File: src/rtl/olph_pkg.sv
`default_nettype none
// ----------------------------------------------------------------------------
// olph_pkg: shared types and constants for the ordered linear-probe hash table
// Slot layout, request and status codes, register map and slot arithmetic.
// ----------------------------------------------------------------------------
package olph_pkg;

    localparam int CAPACITY = 1024;
    localparam int ADDR_W   = $clog2(CAPACITY);
    localparam int CNT_W    = $clog2(CAPACITY + 1);
    localparam int CFG_W    = 11;
    localparam int KEY_W    = 32;
    localparam int VAL_W    = 32;

    localparam logic [1:0] MK_EMPTY = 2'd0;
    localparam logic [1:0] MK_FULL  = 2'd1;
    localparam logic [1:0] MK_TOMB  = 2'd2;

    localparam logic [1:0] REQ_INSERT = 2'd0;
    localparam logic [1:0] REQ_QUERY  = 2'd1;
    localparam logic [1:0] REQ_REMOVE = 2'd2;

    localparam logic [2:0] ST_OK      = 3'd0;
    localparam logic [2:0] ST_REBUILD = 3'd1;
    localparam logic [2:0] ST_DUP     = 3'd2;
    localparam logic [2:0] ST_FULL    = 3'd3;
    localparam logic [2:0] ST_MISSING = 3'd4;

    localparam logic REG_BUCKET_COUNT     = 1'b0;
    localparam logic REG_REBUILD_INTERVAL = 1'b1;

    typedef struct packed {
        logic [KEY_W-1:0] key;
        logic [VAL_W-1:0] value;
        logic [1:0]       mark;
    } slot_t;

    typedef struct packed {
        logic              rd_en;
        logic [ADDR_W-1:0] rd_addr;
        logic              wr_en;
        logic [ADDR_W-1:0] wr_addr;
        slot_t             wr_data;
    } mem_req_t;

    typedef struct packed {
        logic [CNT_W-1:0] slots;
        logic [CNT_W-1:0] interval;
        logic             interval_load;
    } cfg_t;

    function automatic logic [ADDR_W-1:0] next_slot(input logic [ADDR_W-1:0] s,
                                                   input logic [CNT_W-1:0] nb);
        if (CNT_W'(s) + CNT_W'(1) >= nb)
            return '0;
        return s + ADDR_W'(1);
    endfunction

    function automatic logic [ADDR_W-1:0] prev_slot(input logic [ADDR_W-1:0] s,
                                                   input logic [CNT_W-1:0] nb);
        logic [CNT_W-1:0] last;
        last = nb - CNT_W'(1);
        if (s == '0)
            return last[ADDR_W-1:0];
        return s - ADDR_W'(1);
    endfunction

endpackage
`default_nettype wire

File: src/rtl/olph_hash.sv
`default_nettype none
// ----------------------------------------------------------------------------
// olph_hash: home slot unit
// Registers (key * slots) >> 32, the home slot of a key.
// ----------------------------------------------------------------------------
module olph_hash (
    input  wire logic                          clk,
    input  wire logic [olph_pkg::KEY_W-1:0]    key,
    input  wire logic [olph_pkg::CNT_W-1:0]    slots,
    output logic      [olph_pkg::ADDR_W-1:0]   home
);
    import olph_pkg::*;

    logic [KEY_W+CNT_W-1:0] prod;
    logic [ADDR_W-1:0]      home_reg;

    assign prod = (KEY_W+CNT_W)'(key) * (KEY_W+CNT_W)'(slots);

    always_ff @(posedge clk)
    begin
        home_reg <= prod[KEY_W +: ADDR_W];
    end

    assign home = home_reg;

endmodule
`default_nettype wire

File: config.mk
export PLATFORM = sky130hd
export DESIGN_NAME = olph_hash
export DESIGN_NICKNAME = d
export VERILOG_FILES = /design/src/rtl/olph_pkg.sv /design/src/rtl/olph_hash.sv
export SDC_FILE = /design/constraint.sdc
export NUM_CORES = 1
export LEC_CHECK = 0
export BUFFER_PORTS_ARGS = -buffer_cell sky130_fd_sc_hd__buf_2
export CORE_AREA = 5 5 179 181
export CTS_CLUSTER_DIAMETER = 30
export DETAILED_ROUTE_END_ITERATION = 7
export DIE_AREA = 0 0 184 186
export PLACE_DENSITY = 0.48
export SLEW_MARGIN = 5
export SYNTH_ARGS = -nofsm -noshare
export SYNTH_HDL_FRONTEND = slang
export SYNTH_SLANG_ARGS = --single-unit
export TNS_END_PERCENT = 50
File: constraint.sdc
create_clock -name clk -period 5.5 [get_ports clk]
set_clock_uncertainty 0.15 [all_clocks]
set_input_delay 1.1 -clock clk [delete_from_list [all_inputs] [get_ports clk]]
set_output_delay 1.1 -clock clk [all_outputs]
set_load 0.1 [all_outputs]
# Word-level counts from Yosys, hierarchy flattened
# Index checks and enable logic that the tools add are counted.
# word_totals
ff_bits,10
output_inout_bits,10
wordCells,2
# op_classes
multipliers,1
# op_table
operator,n
$mul 32x11->42,1

# Depth between registers and ports, before layout
# depth
word_depth,1
ltp_mapped,20
depth_no_buf,19

# Worst setup path before layout
# OpenSTA, ideal clock, no wires.
# synth_timing
path_kind,input to register
startpoint,input port slots[5] (netlist bit)
endpoint,register home_reg[7] (netlist: home[7])
arrival_time_ps,5594
slack_ps,-347
setup_ps,103
path_buffers,1
path_stages,18
required_time_ps,5247
cell_sequence,clkbuf_1 nand2_1 fa_1 inv_1 fa_1 fa_1 fa_1 inv_1 fa_1 inv_1 ha_1 nand4_1 nor3_1 o21ai_0 o211ai_1 nand4_2 and3_4 a2111oi_2
# synth_between
elab_chain_len,1
# synth_rtl
item,line,source
start: declaration,olph_hash.sv:9,"input wire logic [olph_pkg::CNT_W-1:0] slots,"
$mul 32x11->42,olph_hash.sv:17,assign prod = (KEY_W+CNT_W)'(key) * (KEY_W+CNT_W)'(slots);
via prod[39],olph_hash.sv:14,logic [KEY_W+CNT_W-1:0] prod;
end signal: assignment,olph_hash.sv:21,home_reg <= prod[KEY_W +: ADDR_W];
end: declaration,olph_hash.sv:15,logic [ADDR_W-1:0] home_reg;
# The timed path passes the listed nets, and every way through them passes these cells.

# Worst setup path after layout
# layout_timing
startpoint,input port slots[6] (netlist bit)
endpoint,register home_reg[7] (netlist: home[7])
# The elaborated chain is that of the path after synthesis.

==> run metrics <==
DRT Pass-1 Iters=5; die width=184 um; I/O Pins=54; RSZ-0062 raised after global routing=true; flops & latches, synth=10; Final Max Tran Viols=0; CP Capture Type=register; share of Yosys cell area claimed by the top area cell type=51.35%; antenna violations before repair=1; min cycle time layout=5.843 ns; layout cells sized above 1=25.29%; Setup WS pre-CTS=-0.8899 ns; critical path type=input pin to register; Area Growth Syn to Fin=29.94%; Tightest Hold Check Type=input pin to register; largest net degree at the start of global routing=33; synthesized cell area=0.01041 mm2; CP Max Fanout=8; critical path arrival=5.83 ns; final net count=1,764; CTS tree=done; slew margin rel.=64.47%; DIE AREA=0.03422 mm2; vias per cell=4.714; Antenna Violating Nets Remaining=0; vias in the first global route=9,560; CTS clk-pin slew, worst paths=0.04 ns; routed len/inst=17.16 um; detailed placer's ending HPWL=25.50 mm; initial core utilization=34.39%; total track usage=18.32%; H-Tree Level Count=1; final setup vio count=10; Setup WS post-layout=-0.3431 ns; CP required=5.48 ns; failing checks=negative setup slack; Design Area, Final=0.01353 mm2; placed cell count=1,747; IO buf count=53; syn_nets=1,587; max-cap viol count=0; Synth async-reset ratio=0%; remaining global-route overflow=0; Hold Fails Final Rpt=0; top post-synthesis cells by area=fa_1 51%, ha_1 9.0%, inv_1 8.8%, and2_1 8.7%, nand2_1 8.5%; syn avg cell area=8.668 um2; core area=0.03027 mm2; library cells used by synthesis=42; maximum clock path buffer count=2; final period utilization=106.2%; Root Driver=clkbuf_16; Final Wtd Congestion=0.8250; max frequency=171.1 MHz; placed cell area=0.01244 mm2; synth warn=0; Die Ht=186 um; first-pass GRT wire length=50.43 mm; Sink Count=10; ys flop type=dfxtp_1; Post-synth EDFFs=0; max reg flops=10; startpoint types=input pin; Post-Synthesis Cells=1,201; Vias=8,358; top cell type by total area after synthesis=fa_1; row cnt=64; sequential element share of the synthesized area=1.923%; CTS buffer count=3; Worst-Margin Slew=0.5330 ns; DR iter-0 viols=317; Detailed Route WL=30.43 mm; status=finished, violations left; fin cells=1,773; DRC violations left=0
## cells by family (layout without fill, tap and decap cells)
group                    after synthesis  after routing  synth area share (%)
AO/OA/AOI/OAI                        103            103                 5.962
XOR/XNOR                              13             13                 1.094
adder cells (fa/ha/maj)              342            342                 60.36
buffers and inverters                313            488                 11.30
flip-flops                            10             10                 1.923
other                                  0              1                     0
AND/OR/NAND/NOR                      420            420                 19.36
## cell usage after synthesis (all sizes together), types with 8 or more instances
cell type  count
a21o           8
a21oi         46
and2         144
clkbuf        68
dfxtp         10
fa           267
ha            75
inv          245
nand2        237
nand4          9
nor2          11
o21ai         27
xnor2          8
## layout by cell type (no fill, tap or decap), types with 4 or more instances in the layout
cell type    n
clkbuf_4     7
o21ai_0      9
ha_4        25
xnor2_1      7
nor2_1       9
buf_4      157
buf_6       18
nand2_1    227
nor3_2       4
a21oi_1     29
dfxtp_1     10
inv_2        7
fa_2         9
buf_8        5
xor2_1       5
nand3_1      5
ha_1        50
fa_1       258
buf_2       33
a21oi_2     13
and2_1     135
and2_4       9
a21oi_4      4
a21o_1       8
o21ai_1     13
nand2_2      8
inv_1      238
clkbuf_16    8
buf_12      14
nand4_1      8
## metal layers
layer	track usage, %	vias to the layer above	share of wire (%)
li1	-	3908	-
met2	33.78	121	52
met4	1.597	0	0.68
met1	25.19	4313	46
met5	0	-	0
met3	0.4886	16	2.0
## per-stage QoR
step	utilization, %	hold slack (ns)	setup TNS (ns)
after floorplan	-	1.338	-0.1553
after global placement	41.11	1.506	-7.295
after detailed placement	41.11	1.502	-7.562
after CTS	42.60	1.512	-3.196
after global routing	44.68	1.586	-4.252
final	44.69	1.487	-2.525
## timing repair
action,in CTS,in global routing
gates cloned,1,5
endpoints found under the hold margin,0,0
setup buffers,5,13
pin swaps,24,41
endpoints found under the setup margin,10,10
gates resized for setup,66,113
hold buffers,0,0
## critical path: stages
cell and delay [ns]:
buf_12 0.11, buf_12 0.14, buf_8 0.13, buf_6 0.12, and2_4 0.13, fa_1 0.52
inv_1 0.05, fa_1 0.49, inv_2 0.05, fa_1 0.50, fa_1 0.52, fa_1 0.60
ha_4 0.23, a21oi_4 0.14, o21ai_4 0.09, a211oi_2 0.16, o211ai_1 0.12, buf_4 0.17
nand4_4 0.09, a21oi_2 0.08, a2111oi_4 0.27
## cell type report
class,count,area (um2)
clock buffers,3,75.07
multi-input cells,878,9722
fillers,3072,16740
well taps,396,495.5
inverters,245,919.6
flip-flops and latches,10,200.2
diodes,1,2.502
repair buffers,240,2112
## path summary, 6_finish.rpt
kind / endpoint / cells after the start / start / slack (ns)
worst max-delay path: home[7] / 21 / slots[6] / -0.34
worst min-delay path: home[9] / 6 / key[31] / 1.49
Power is not shown: default switching activity piles up to over one toggle a cycle in this logic, so the estimate is an artifact.
