===== src/rtl/olph_pkg.sv =====
`default_nettype none
// ----------------------------------------------------------------------------
// olph_pkg: shared types and constants for the ordered linear-probe hash table
// Slot layout, request and status codes, register map and slot arithmetic.
// ----------------------------------------------------------------------------
package olph_pkg;

    localparam int CAPACITY = 1024;
    localparam int ADDR_W   = $clog2(CAPACITY);
    localparam int CNT_W    = $clog2(CAPACITY + 1);
    localparam int CFG_W    = 11;
    localparam int KEY_W    = 32;
    localparam int VAL_W    = 32;

    localparam logic [1:0] MK_EMPTY = 2'd0;
    localparam logic [1:0] MK_FULL  = 2'd1;
    localparam logic [1:0] MK_TOMB  = 2'd2;

    localparam logic [1:0] REQ_INSERT = 2'd0;
    localparam logic [1:0] REQ_QUERY  = 2'd1;
    localparam logic [1:0] REQ_REMOVE = 2'd2;

    localparam logic [2:0] ST_OK      = 3'd0;
    localparam logic [2:0] ST_REBUILD = 3'd1;
    localparam logic [2:0] ST_DUP     = 3'd2;
    localparam logic [2:0] ST_FULL    = 3'd3;
    localparam logic [2:0] ST_MISSING = 3'd4;

    localparam logic REG_BUCKET_COUNT     = 1'b0;
    localparam logic REG_REBUILD_INTERVAL = 1'b1;

    typedef struct packed {
        logic [KEY_W-1:0] key;
        logic [VAL_W-1:0] value;
        logic [1:0]       mark;
    } slot_t;

    typedef struct packed {
        logic              rd_en;
        logic [ADDR_W-1:0] rd_addr;
        logic              wr_en;
        logic [ADDR_W-1:0] wr_addr;
        slot_t             wr_data;
    } mem_req_t;

    typedef struct packed {
        logic [CNT_W-1:0] slots;
        logic [CNT_W-1:0] interval;
        logic             interval_load;
    } cfg_t;

    function automatic logic [ADDR_W-1:0] next_slot(input logic [ADDR_W-1:0] s,
                                                   input logic [CNT_W-1:0] nb);
        if (CNT_W'(s) + CNT_W'(1) >= nb)
            return '0;
        return s + ADDR_W'(1);
    endfunction

    function automatic logic [ADDR_W-1:0] prev_slot(input logic [ADDR_W-1:0] s,
                                                   input logic [CNT_W-1:0] nb);
        logic [CNT_W-1:0] last;
        last = nb - CNT_W'(1);
        if (s == '0)
            return last[ADDR_W-1:0];
        return s - ADDR_W'(1);
    endfunction

endpackage
`default_nettype wire


===== src/rtl/olph_ctrl.sv =====
`default_nettype none
// ----------------------------------------------------------------------------
// olph_ctrl: request sequencer
// Walks the slot memory to probe, slides runs, writes records and holds the
// table counters and the result register.
// ----------------------------------------------------------------------------
module olph_ctrl (
    input  wire logic                        clk,
    input  wire logic                        rst_n,
    input  wire olph_pkg::cfg_t              cfg,
    input  wire logic                        in_valid,
    output logic                             in_ready,
    input  wire logic [1:0]                  req_type,
    input  wire logic [olph_pkg::KEY_W-1:0]  key_in,
    input  wire logic [olph_pkg::VAL_W-1:0]  value_in,
    output logic                             out_valid,
    input  wire logic                        out_ready,
    output logic [2:0]                       status,
    output logic [olph_pkg::VAL_W-1:0]       value_out,
    output logic [olph_pkg::CNT_W-1:0]       probe_misses,
    output logic [olph_pkg::CNT_W-1:0]       record_count,
    output olph_pkg::mem_req_t               mem_req,
    input  wire olph_pkg::slot_t             q,
    output logic [olph_pkg::KEY_W-1:0]       hash_key,
    output logic [olph_pkg::CNT_W-1:0]       hash_slots,
    input  wire logic [olph_pkg::ADDR_W-1:0] hash_home
);
    import olph_pkg::*;

    typedef enum logic [3:0] {
        S_CLEAR, S_IDLE, S_HOME, S_START, S_RD, S_LAT, S_EVAL,
        S_SLOT_RD, S_SLOT_LAT, S_END_RD, S_END_LAT, S_SHIFT_RD, S_SHIFT_WR,
        S_PUT, S_DONE
    } state_t;

    state_t            state_reg;
    logic [1:0]        req_reg;
    logic [KEY_W-1:0]  key_reg;
    logic [VAL_W-1:0]  val_reg;
    logic [CNT_W-1:0]  nb_reg;
    logic [CNT_W-1:0]  head_reg;
    logic [ADDR_W-1:0] h_reg;
    logic [ADDR_W-1:0] s_reg;
    logic [CNT_W-1:0]  m_reg;
    logic              wrapped_reg;
    logic [ADDR_W-1:0] end_reg;
    logic [CNT_W-1:0]  steps_reg;
    logic [ADDR_W-1:0] i_reg;
    logic [ADDR_W-1:0] clr_reg;
    logic [CNT_W-1:0]  live_reg;
    logic [CNT_W-1:0]  whead_reg;
    logic [CNT_W-1:0]  cdown_reg;
    logic [2:0]        rs_status_reg;
    logic [VAL_W-1:0]  rs_value_reg;
    logic              out_valid_reg;
    logic [2:0]        status_reg;
    logic [VAL_W-1:0]  value_out_reg;
    logic [CNT_W-1:0]  misses_reg;
    logic [CNT_W-1:0]  count_reg;

    logic              ins;
    logic              is_full;
    logic              match;
    logic              stop_here;
    logic [ADDR_W-1:0] s_nx;
    logic              wrap_nx;
    logic [CNT_W-1:0]  m_nx;
    logic              stop_adv;
    logic [CNT_W-1:0]  cdown_dec;
    logic [2:0]        cdown_status;
    logic [ADDR_W-1:0] p_slot;
    logic [ADDR_W-1:0] end_nx;
    logic [CNT_W-1:0]  head_in;
    logic [ADDR_W-1:0] h_start;

    assign ins      = (req_reg == REQ_INSERT);
    assign is_full  = (q.mark == MK_FULL);
    assign match    = is_full && (q.key == key_reg);
    assign stop_here = match || (q.mark == MK_EMPTY) ||
                       (is_full && (ins ? (hash_home >= h_reg) : (hash_home > h_reg)));
    assign s_nx     = next_slot(s_reg, nb_reg);
    assign wrap_nx  = (CNT_W'(s_reg) + CNT_W'(1) >= nb_reg);
    assign m_nx     = m_reg + CNT_W'(1);
    assign stop_adv = (CNT_W'(s_nx) == head_reg) || (m_nx >= nb_reg);
    assign cdown_dec = (cdown_reg != '0) ? cdown_reg - CNT_W'(1) : cdown_reg;
    assign cdown_status = (cdown_dec == '0) ? ST_REBUILD : ST_OK;
    assign p_slot   = prev_slot(i_reg, nb_reg);
    assign end_nx   = next_slot(end_reg, nb_reg);
    assign head_in  = (whead_reg < cfg.slots) ? whead_reg : '0;
    assign h_start  = (CNT_W'(hash_home) > head_reg) ? hash_home : head_reg[ADDR_W-1:0];

    assign hash_key   = (state_reg == S_HOME) ? key_reg : q.key;
    assign hash_slots = nb_reg;

    always_comb
    begin
        mem_req = '0;
        unique case (state_reg)
            S_CLEAR:
            begin
                mem_req.wr_en   = 1'b1;
                mem_req.wr_addr = clr_reg;
                mem_req.wr_data = '{key: '0, value: '0, mark: MK_EMPTY};
            end
            S_RD, S_SLOT_RD:
            begin
                mem_req.rd_en   = 1'b1;
                mem_req.rd_addr = s_reg;
            end
            S_END_RD:
            begin
                mem_req.rd_en   = 1'b1;
                mem_req.rd_addr = end_reg;
            end
            S_SHIFT_RD:
            begin
                mem_req.rd_en   = 1'b1;
                mem_req.rd_addr = p_slot;
            end
            S_SHIFT_WR:
            begin
                mem_req.wr_en   = 1'b1;
                mem_req.wr_addr = i_reg;
                mem_req.wr_data = q;
            end
            S_EVAL:
            begin
                // A remove that finds its key turns the slot into a tombstone.
                if (req_reg == REQ_REMOVE && match)
                begin
                    mem_req.wr_en   = 1'b1;
                    mem_req.wr_addr = s_reg;
                    mem_req.wr_data = '{key: q.key, value: q.value, mark: MK_TOMB};
                end
            end
            S_PUT:
            begin
                mem_req.wr_en   = 1'b1;
                mem_req.wr_addr = s_reg;
                mem_req.wr_data = '{key: key_reg, value: val_reg, mark: MK_FULL};
            end
            default:
            begin
            end
        endcase
    end

    always_ff @(posedge clk or negedge rst_n)
    begin
        if (!rst_n)
        begin
            state_reg     <= S_CLEAR;
            clr_reg       <= '0;
            live_reg      <= '0;
            whead_reg     <= '0;
            cdown_reg     <= CNT_W'(256);
            out_valid_reg <= 1'b0;
        end
        else
        begin
            if (out_valid_reg && out_ready && state_reg != S_DONE)
                out_valid_reg <= 1'b0;
            if (cfg.interval_load)
                cdown_reg <= cfg.interval;

            unique case (state_reg)
                S_CLEAR:
                begin
                    clr_reg <= clr_reg + ADDR_W'(1);
                    if (CNT_W'(clr_reg) == CNT_W'(CAPACITY - 1))
                        state_reg <= S_IDLE;
                end
                S_IDLE:
                begin
                    if (in_valid)
                    begin
                        req_reg       <= req_type;
                        key_reg       <= key_in;
                        val_reg       <= value_in;
                        nb_reg        <= cfg.slots;
                        head_reg      <= head_in;
                        m_reg         <= '0;
                        wrapped_reg   <= 1'b0;
                        rs_value_reg  <= '0;
                        rs_status_reg <= (req_type == REQ_INSERT && live_reg >= cfg.slots) ?
                                         ST_FULL : ST_MISSING;
                        if (req_type == REQ_INSERT && live_reg >= cfg.slots)
                            state_reg <= S_DONE;
                        else if (req_type != REQ_INSERT && req_type != REQ_QUERY &&
                                 req_type != REQ_REMOVE)
                            state_reg <= S_DONE;
                        else
                            state_reg <= S_HOME;
                    end
                end
                S_HOME:
                    state_reg <= S_START;
                S_START:
                begin
                    h_reg     <= hash_home;
                    s_reg     <= h_start;
                    state_reg <= S_RD;
                end
                S_RD:
                    state_reg <= S_LAT;
                S_LAT:
                    state_reg <= S_EVAL;
                S_EVAL:
                begin
                    if (stop_here)
                    begin
                        if (ins)
                        begin
                            if (match)
                            begin
                                rs_status_reg <= ST_DUP;
                                state_reg     <= S_DONE;
                            end
                            else
                                state_reg <= S_SLOT_RD;
                        end
                        else
                        begin
                            if (match)
                            begin
                                if (req_reg == REQ_QUERY)
                                begin
                                    rs_status_reg <= ST_OK;
                                    rs_value_reg  <= q.value;
                                end
                                else
                                begin
                                    rs_status_reg <= cdown_status;
                                    cdown_reg     <= cdown_dec;
                                    if (live_reg != '0)
                                        live_reg <= live_reg - CNT_W'(1);
                                end
                            end
                            state_reg <= S_DONE;
                        end
                    end
                    else
                    begin
                        s_reg       <= s_nx;
                        m_reg       <= m_nx;
                        wrapped_reg <= wrapped_reg | wrap_nx;
                        if (stop_adv)
                            state_reg <= ins ? S_SLOT_RD : S_DONE;
                        else
                            state_reg <= S_RD;
                    end
                end
                S_SLOT_RD:
                    state_reg <= S_SLOT_LAT;
                S_SLOT_LAT:
                begin
                    if (q.mark != MK_EMPTY)
                    begin
                        end_reg   <= next_slot(s_reg, nb_reg);
                        steps_reg <= CNT_W'(1);
                        state_reg <= S_END_RD;
                    end
                    else
                    begin
                        if (wrapped_reg && CNT_W'(s_reg) == head_reg)
                            head_reg <= head_reg + CNT_W'(1);
                        state_reg <= S_PUT;
                    end
                end
                S_END_RD:
                    state_reg <= S_END_LAT;
                S_END_LAT:
                begin
                    if (is_full && steps_reg < nb_reg)
                    begin
                        end_reg   <= end_nx;
                        steps_reg <= steps_reg + CNT_W'(1);
                        state_reg <= S_END_RD;
                    end
                    else
                    begin
                        if ((end_reg < s_reg || wrapped_reg) && CNT_W'(end_reg) >= head_reg)
                            head_reg <= head_reg + CNT_W'(1);
                        i_reg     <= end_reg;
                        state_reg <= (end_reg == s_reg) ? S_PUT : S_SHIFT_RD;
                    end
                end
                S_SHIFT_RD:
                    state_reg <= S_SHIFT_WR;
                S_SHIFT_WR:
                begin
                    // The entry below moves up one slot; stop once the gap reaches the run start.
                    i_reg     <= p_slot;
                    state_reg <= (p_slot == s_reg) ? S_PUT : S_SHIFT_RD;
                end
                S_PUT:
                begin
                    whead_reg     <= head_reg;
                    live_reg      <= live_reg + CNT_W'(1);
                    cdown_reg     <= cdown_dec;
                    rs_status_reg <= cdown_status;
                    state_reg     <= S_DONE;
                end
                S_DONE:
                begin
                    if (!out_valid_reg || out_ready)
                    begin
                        out_valid_reg <= 1'b1;
                        status_reg    <= rs_status_reg;
                        value_out_reg <= rs_value_reg;
                        misses_reg    <= m_reg;
                        count_reg     <= live_reg;
                        state_reg     <= S_IDLE;
                    end
                end
                default:
                    state_reg <= S_IDLE;
            endcase
        end
    end

    assign in_ready     = (state_reg == S_IDLE);
    assign out_valid    = out_valid_reg;
    assign status       = status_reg;
    assign value_out    = value_out_reg;
    assign probe_misses = misses_reg;
    assign record_count = count_reg;

endmodule
`default_nettype wire


===== config.mk =====
export PLATFORM = sky130hd
export DESIGN_NAME = olph_ctrl
export DESIGN_NICKNAME = d
export VERILOG_FILES = /design/src/rtl/olph_pkg.sv /design/src/rtl/olph_ctrl.sv
export SDC_FILE = /design/constraint.sdc
export NUM_CORES = 1
export LEC_CHECK = 0
export BUFFER_PORTS_ARGS = -buffer_cell sky130_fd_sc_hd__buf_2
export CORE_ASPECT_RATIO = 0.75
export CORE_MARGIN = 2
export CORE_UTILIZATION = 40
export CTS_BUF_LIST = sky130_fd_sc_hd__clkbuf_8
export DETAILED_ROUTE_END_ITERATION = 8
export HOLD_SLACK_MARGIN = 0.12
export REMOVE_ABC_BUFFERS = 1
export SLEW_MARGIN = 20
export SYNTH_ARGS = -nofsm -noshare
export SYNTH_HDL_FRONTEND = slang
export SYNTH_SLANG_ARGS = --single-unit

===== constraint.sdc =====
create_clock -name clk -period 5.2 [get_ports clk]
set_input_delay 0.78 -clock clk [delete_from_list [all_inputs] [get_ports clk]]
set_output_delay 0.78 -clock clk [all_outputs]
set_load 0.005 [all_outputs]

Word level (Yosys, flattened, before mapping):

Index checks and enable logic that the tools add are counted.

* $add $sub $neg: 13
* $lt $le $gt $ge: 11
* equality and inequality tests: 42
* muxes and demuxes: 87
* bitwise operators: 1
* reductions and logical operators: 47

Operator list (number)
* $pmux 77 s4: 1
* $mux 11: 21
* $mux 32: 6
* $mux 10: 12
* $pmux 11 s2: 4
* $mux 77: 1
* $pmux 11 s3: 2
* $pmux 32 s2: 1
* $pmux 10 s2: 3
* $pmux 4 s15: 1
* $add 11x1->11 const B: 4
* $ge 11x11->1: 4
* $mux 4: 10
* $ne 2x2->1 const B: 17
* $eq 32x32->1: 1
* $add 10x1->10 const B: 3
* $mux 3: 10
* $eq 4x4->1 const B: 7
* $add 10x1->11 const B: 2
* $eq 10x11->1: 2
* $lt 11x11->1: 2
* $reduce_bool 11->1: 2
* $sub 11x1->11 const B: 2
* $eq 10x10->1: 2
* 34 further kinds: 81

* register bits: 291
* input port bits: 169
* output and inout bits: 190

Longest topological paths before layout:

* depth after elaboration: 9
* depth in mapped cells: 16
* mapped depth without buffers: 15

Least setup slack after synthesis:

No wires, ideal clock.

* path type: register -> register
* start point: reg state_reg[1]
* end point: reg nb_reg[0], in the netlist hash_slots[0] (enable)
* data arrival time: 4.542 ns
* required time: 4.687 ns
* slack: 0.144 ns
* cell stages (with the launch flop): 6
* buffers on the path: 1
* clock period less this slack: 5.056 ns
* path through: dfrtp_1 clkbuf_1 nand2b_1 nor3_1 nand2_1 nor2_1

* word-level cells in the longest chain between the ends: 2

RTL lines
* start, declared: RTL line olph_ctrl.sv:36 `state_t state_reg;`
* start signal, assigned: RTL line olph_ctrl.sv:248 `state_reg <= ins ? S_SLOT_RD : S_DONE;`
* start signal, assigned: RTL line olph_ctrl.sv:285 `state_reg <= (end_reg == s_reg) ? S_PUT : S_SHIFT_RD;`
* start signal, assigned: RTL line olph_ctrl.sv:294 `state_reg <= (p_slot == s_reg) ? S_PUT : S_SHIFT_RD;`
* $eq 4x1->1
* net in_ready: RTL line olph_ctrl.sv:12 `output logic in_ready,`
* $reduce_and 3->1 (no source line)
* end signal, assigned: RTL line olph_ctrl.sv:180 `nb_reg <= cfg.slots;`
* end, declared: RTL line olph_ctrl.sv:40 `logic [CNT_W-1:0] nb_reg;`

The timed path passes the listed nets, and every way through them passes these cells.
A chain may end at the register's enable or synchronous reset.

Final worst setup path:

* start point: reg s_reg[1]
* end point: reg state_reg[0]

* word-level cells in the longest chain between the ends: 9
* elaborated cells on any way between the ends: 10
* classes of those cells: add/sub: 2; order compare: 1; eq/ne: 1; mux: 5; reduce/logical: 1

RTL lines
* start, declared: RTL line olph_ctrl.sv:43 `logic [ADDR_W-1:0] s_reg;`
* start signal, assigned: RTL line olph_ctrl.sv:201 `s_reg <= h_start;`
* start signal, assigned: RTL line olph_ctrl.sv:244 `s_reg <= s_nx;`
* $add 10x1->11: RTL line olph_pkg.sv:54 `if (CNT_W'(s) + CNT_W'(1) >= nb)`
* $ge 11x11->1: RTL line olph_pkg.sv:54
* $mux 1: RTL line olph_pkg.sv:54
* $mux 10 (*): RTL line olph_pkg.sv:56 `return s + ADDR_W'(1);`
* $eq 10x11->1 (*): RTL line olph_ctrl.sv:84 `assign stop_adv = (CNT_W'(s_nx) == head_reg) || (m_nx >= nb_reg);`
* $logic_or 1x1->1 (*): RTL line olph_ctrl.sv:84
* $mux 4 (*): RTL line olph_ctrl.sv:247 `if (stop_adv)`
* $mux 4 (*): RTL line olph_ctrl.sv:210 `if (stop_here)`
* $pmux 4 s15 (*): RTL line olph_ctrl.sv:166 `unique case (state_reg)`

Mark *: on every way between the ends. The rest lies on a longest branch, timed or not.

==> results.sh <==
export IMPL_cts_repair_resized=0
export IMPL_h_tree_depth=2
export IMPL_synthAdderAreaFrac_pct=9.07
export IMPL_yosys_warnings=0
export IMPL_initial_core_util_pct=40.4
export IMPL_drive_gt1_share_pct=27.0
export IMPL_post_route_period_util_pct=88.2
export IMPL_cp_max_fo=13
export IMPL_syn_to_final_growth_pct=21.1
export IMPL_numCtsBuffers=48
export IMPL_hold_viol_final=0
export IMPL_grt_pass1_wl_um=79400
export IMPL_cap_violations=0
export IMPL_synth_edff_count=243
export IMPL_hold_ws_ns=0.149
export IMPL_ys_top_cells_by_area="edfxtp_1, ha_1, dfrtp_1"
export IMPL_hold_class="in -> async"
export IMPL_nNetsFinal=2173
export IMPL_sw_frac_of_total_pct=34.2
export IMPL_dp_hpwl_um=38900
export IMPL_ff2ff_path_depth=16
export IMPL_ir_drop_uv=192
export IMPL_tritoncts="built"
export IMPL_reg2reg_slack_ns=0.61
export IMPL_clk_pin_slew_ns=0.07
export IMPL_drtPass1Iterations=6
export IMPL_leakage_nw=8.67
export IMPL_setup_ws_ns=0.613
export IMPL_yosys_area_top_type_share_pct=43.1
export IMPL_die_area_um2=44000
export IMPL_pre_cts_slack_ns=0.846
export IMPL_clk_root_buffer_cell="clkbuf_8"
export IMPL_crit_start="s_reg[1]"
export IMPL_intPower_mw=5.06
export IMPL_outcome="completed"
export IMPL_routabilityCongestion=0.923
export IMPL_ant_nets=0
export IMPL_synth_xor_area_share_pct=6.68
export IMPL_drv_slew=0
export IMPL_drc=0
export IMPL_tightest_slew_ns=0.972
export IMPL_yosys_area_top_type="edfxtp_1"
export IMPL_die_w_um=241
export IMPL_io_buffers=358
export IMPL_antenna_found_initial=4
export IMPL_rr_endpoint="state_reg[0]"
export IMPL_p_switching_mw=2.64
export IMPL_post_route_util_pct=48.9
export IMPL_io_pins=359
export IMPL_period_minus_slack_ns=4.59
export IMPL_synth_most_common_cell="edfxtp_1"
export IMPL_ctsLongestPathBuffers=3
export IMPL_postCtsSetupRepairBufs=0
export IMPL_synthSimpleGateAreaFrac_pct=12.4
export IMPL_clock_sinks=291
export IMPL_clkPwrFrac_pct=27.8
export IMPL_synth_top_family_by_area="compound AO/OA/AOI/OAI gates"
export IMPL_netlist_instances=1511
export IMPL_end_kind="flop"
export IMPL_vias=13800
export IMPL_ys_seq_area_share_pct=50.2
export IMPL_hold_buffers=0
export IMPL_slew_headroom_pct=34.9
export IMPL_setup_violations=0
export IMPL_synth_common_cells="edfxtp_1, ha_1, xnor2_1"
export IMPL_crit_arrival_ns=5.09
export IMPL_required_ns=5.70
export IMPL_synth_mux_area_share_pct=3.68
export IMPL_fin_area_um2=20500
export IMPL_r2r_start="s_reg[1]"
export IMPL_synthArstFlopShare_pct=16.5
export IMPL_synthDistinctLibCells=66
export IMPL_synth_main_ff_cell="edfxtp_1"
export IMPL_worstSetupPathType="reg -> reg"
export IMPL_vias_per_cell=5.52
export IMPL_first_iter_violations=1232
export IMPL_finClkSkew_ns=0.0214
export IMPL_fmax_mhz=218
export IMPL_core_area_um2=41900
export IMPL_power_density_nw_per_um2=376
export IMPL_synth_area_um2=16900
export IMPL_ys_ff_latch=291
export IMPL_synth_compound_area_share_pct=14.5
export IMPL_placed_cell_area_um2=19500
export IMPL_wirelength_um=52100
export IMPL_pwr_share_comb_pct=29.4
export IMPL_rsz0062_at_grt="no"
export IMPL_grt_pass1_vias=13500
export IMPL_grt_ovfl_total=0
export IMPL_start_kind="flop"
export IMPL_p_seq_share_pct=42.8
export IMPL_die_height_um=182
export IMPL_fp_row_count=65
export IMPL_postSynthAreaPerCell_um2=11.2
export IMPL_grt_use_total_pct=23.5
export IMPL_wire_per_inst_um=20.9
export IMPL_grt_max_degree=73
export IMPL_clkLatencyLatePin_ns=0.60
layer usage:
layer / up-vias / wire length [um] / global-route usage [%]
met4: 2 / 1400 / 7.33
li1: 6443 / - / -
met3: 104 / 4340 / 6.02
met2: 541 / 23000 / 35.7
met5: - / 13 / 0
met1: 6685 / 23300 / 32.7
critical path, stage by stage (launching register included):
cell       delay (ns)
edfxtp_1         0.61
ha_1             0.27
nand3_1          0.17
nor4_1           0.30
xnor2_1          0.28
inv_1            0.19
ha_1             0.33
a21oi_1          0.15
nor2_1           0.06
a211oi_1         0.18
o21ai_1          0.34
a2111oi_0        0.52
o211ai_1         0.14
o31ai_1          0.41
buf_4            0.21
nand3b_1         0.07
a221oi_1         0.24
power groups by stage:
stage	clock (mW)	combinational [mW]	sequential (mW)
floorplan	0	1.50	3.19
global placement	0	2.19	3.32
detailed placement	0	2.24	3.32
CTS	2.21	2.26	3.28
global route	2.30	2.52	3.33
finish	2.14	2.26	3.29
through the flow:
step / instances / total power [mW] / TNS (ns)
after floorplan: 1445 / 4.69 / -61.56
after global placement: 2401 / 5.51 / 0
after detailed placement: 2401 / 5.57 / 0
after CTS: 2491 / 7.75 / 0
after global routing: 2494 / 8.14 / 0
final: 2494 / 7.70 / 0
layout by cell type, fill, tap and decap left out, types with 8 or more instances in the layout:
cell type,synthesis,final
o21ai_0,69,69
nand3_1,51,51
mux2_2,41,41
mux2i_1,16,16
nor2_1,75,72
or3_1,12,12
a21oi_1,58,57
a21o_1,25,25
buf_4,0,27
xor2_1,34,34
nor2b_1,12,12
nor4_1,17,16
buf_2,5,358
o21a_1,10,10
nand2_1,94,93
o22ai_1,14,14
dfrtp_1,47,47
nor3_1,24,23
a222oi_1,10,10
a211oi_1,13,13
edfxtp_1,243,243
clkbuf_8,0,49
nand4_1,28,28
clkinv_1,0,10
ha_1,121,121
a22oi_1,11,11
inv_1,88,97
o211ai_1,8,8
nand2b_1,17,17
clkinv_2,0,11
and2_1,45,45
xnor2_1,95,95
a22o_1,75,75
and3_1,13,13
how the worst max path moves through the flow:
stage	endpoint	slack, ns	depth (start not counted)
global placement	mem_req[12]	0.85	10
floorplan	live_reg[10]	-1.14	12
finish	state_reg[0]	0.61	16
detailed placement	mem_req[12]	0.85	10
CTS	mem_req[12]	0.64	9
global route	state_reg[0]	0.39	16
cells by family after synthesis:
| group | Yosys count |
|---|---|
| AO/OA/AOI/OAI | 347 |
| XOR/XNOR | 129 |
| adder cells (fa/ha/maj) | 122 |
| buffers and inverters | 154 |
| flip-flops | 291 |
| multiplexers | 57 |
| AND/OR/NAND/NOR | 411 |
cell type report:
type | instances | area [um2]
fillers | 3889 | 21400
flip-flops and latches | 291 | 8500
multi-input cells | 1066 | 7890
repair buffers | 387 | 2030
well taps | 569 | 712
clock buffers | 49 | 674
inverters | 88 | 330
clock inverters | 41 | 327
diodes | 3 | 7.51
No activity file was read; power rests on OpenSTA's default activity.
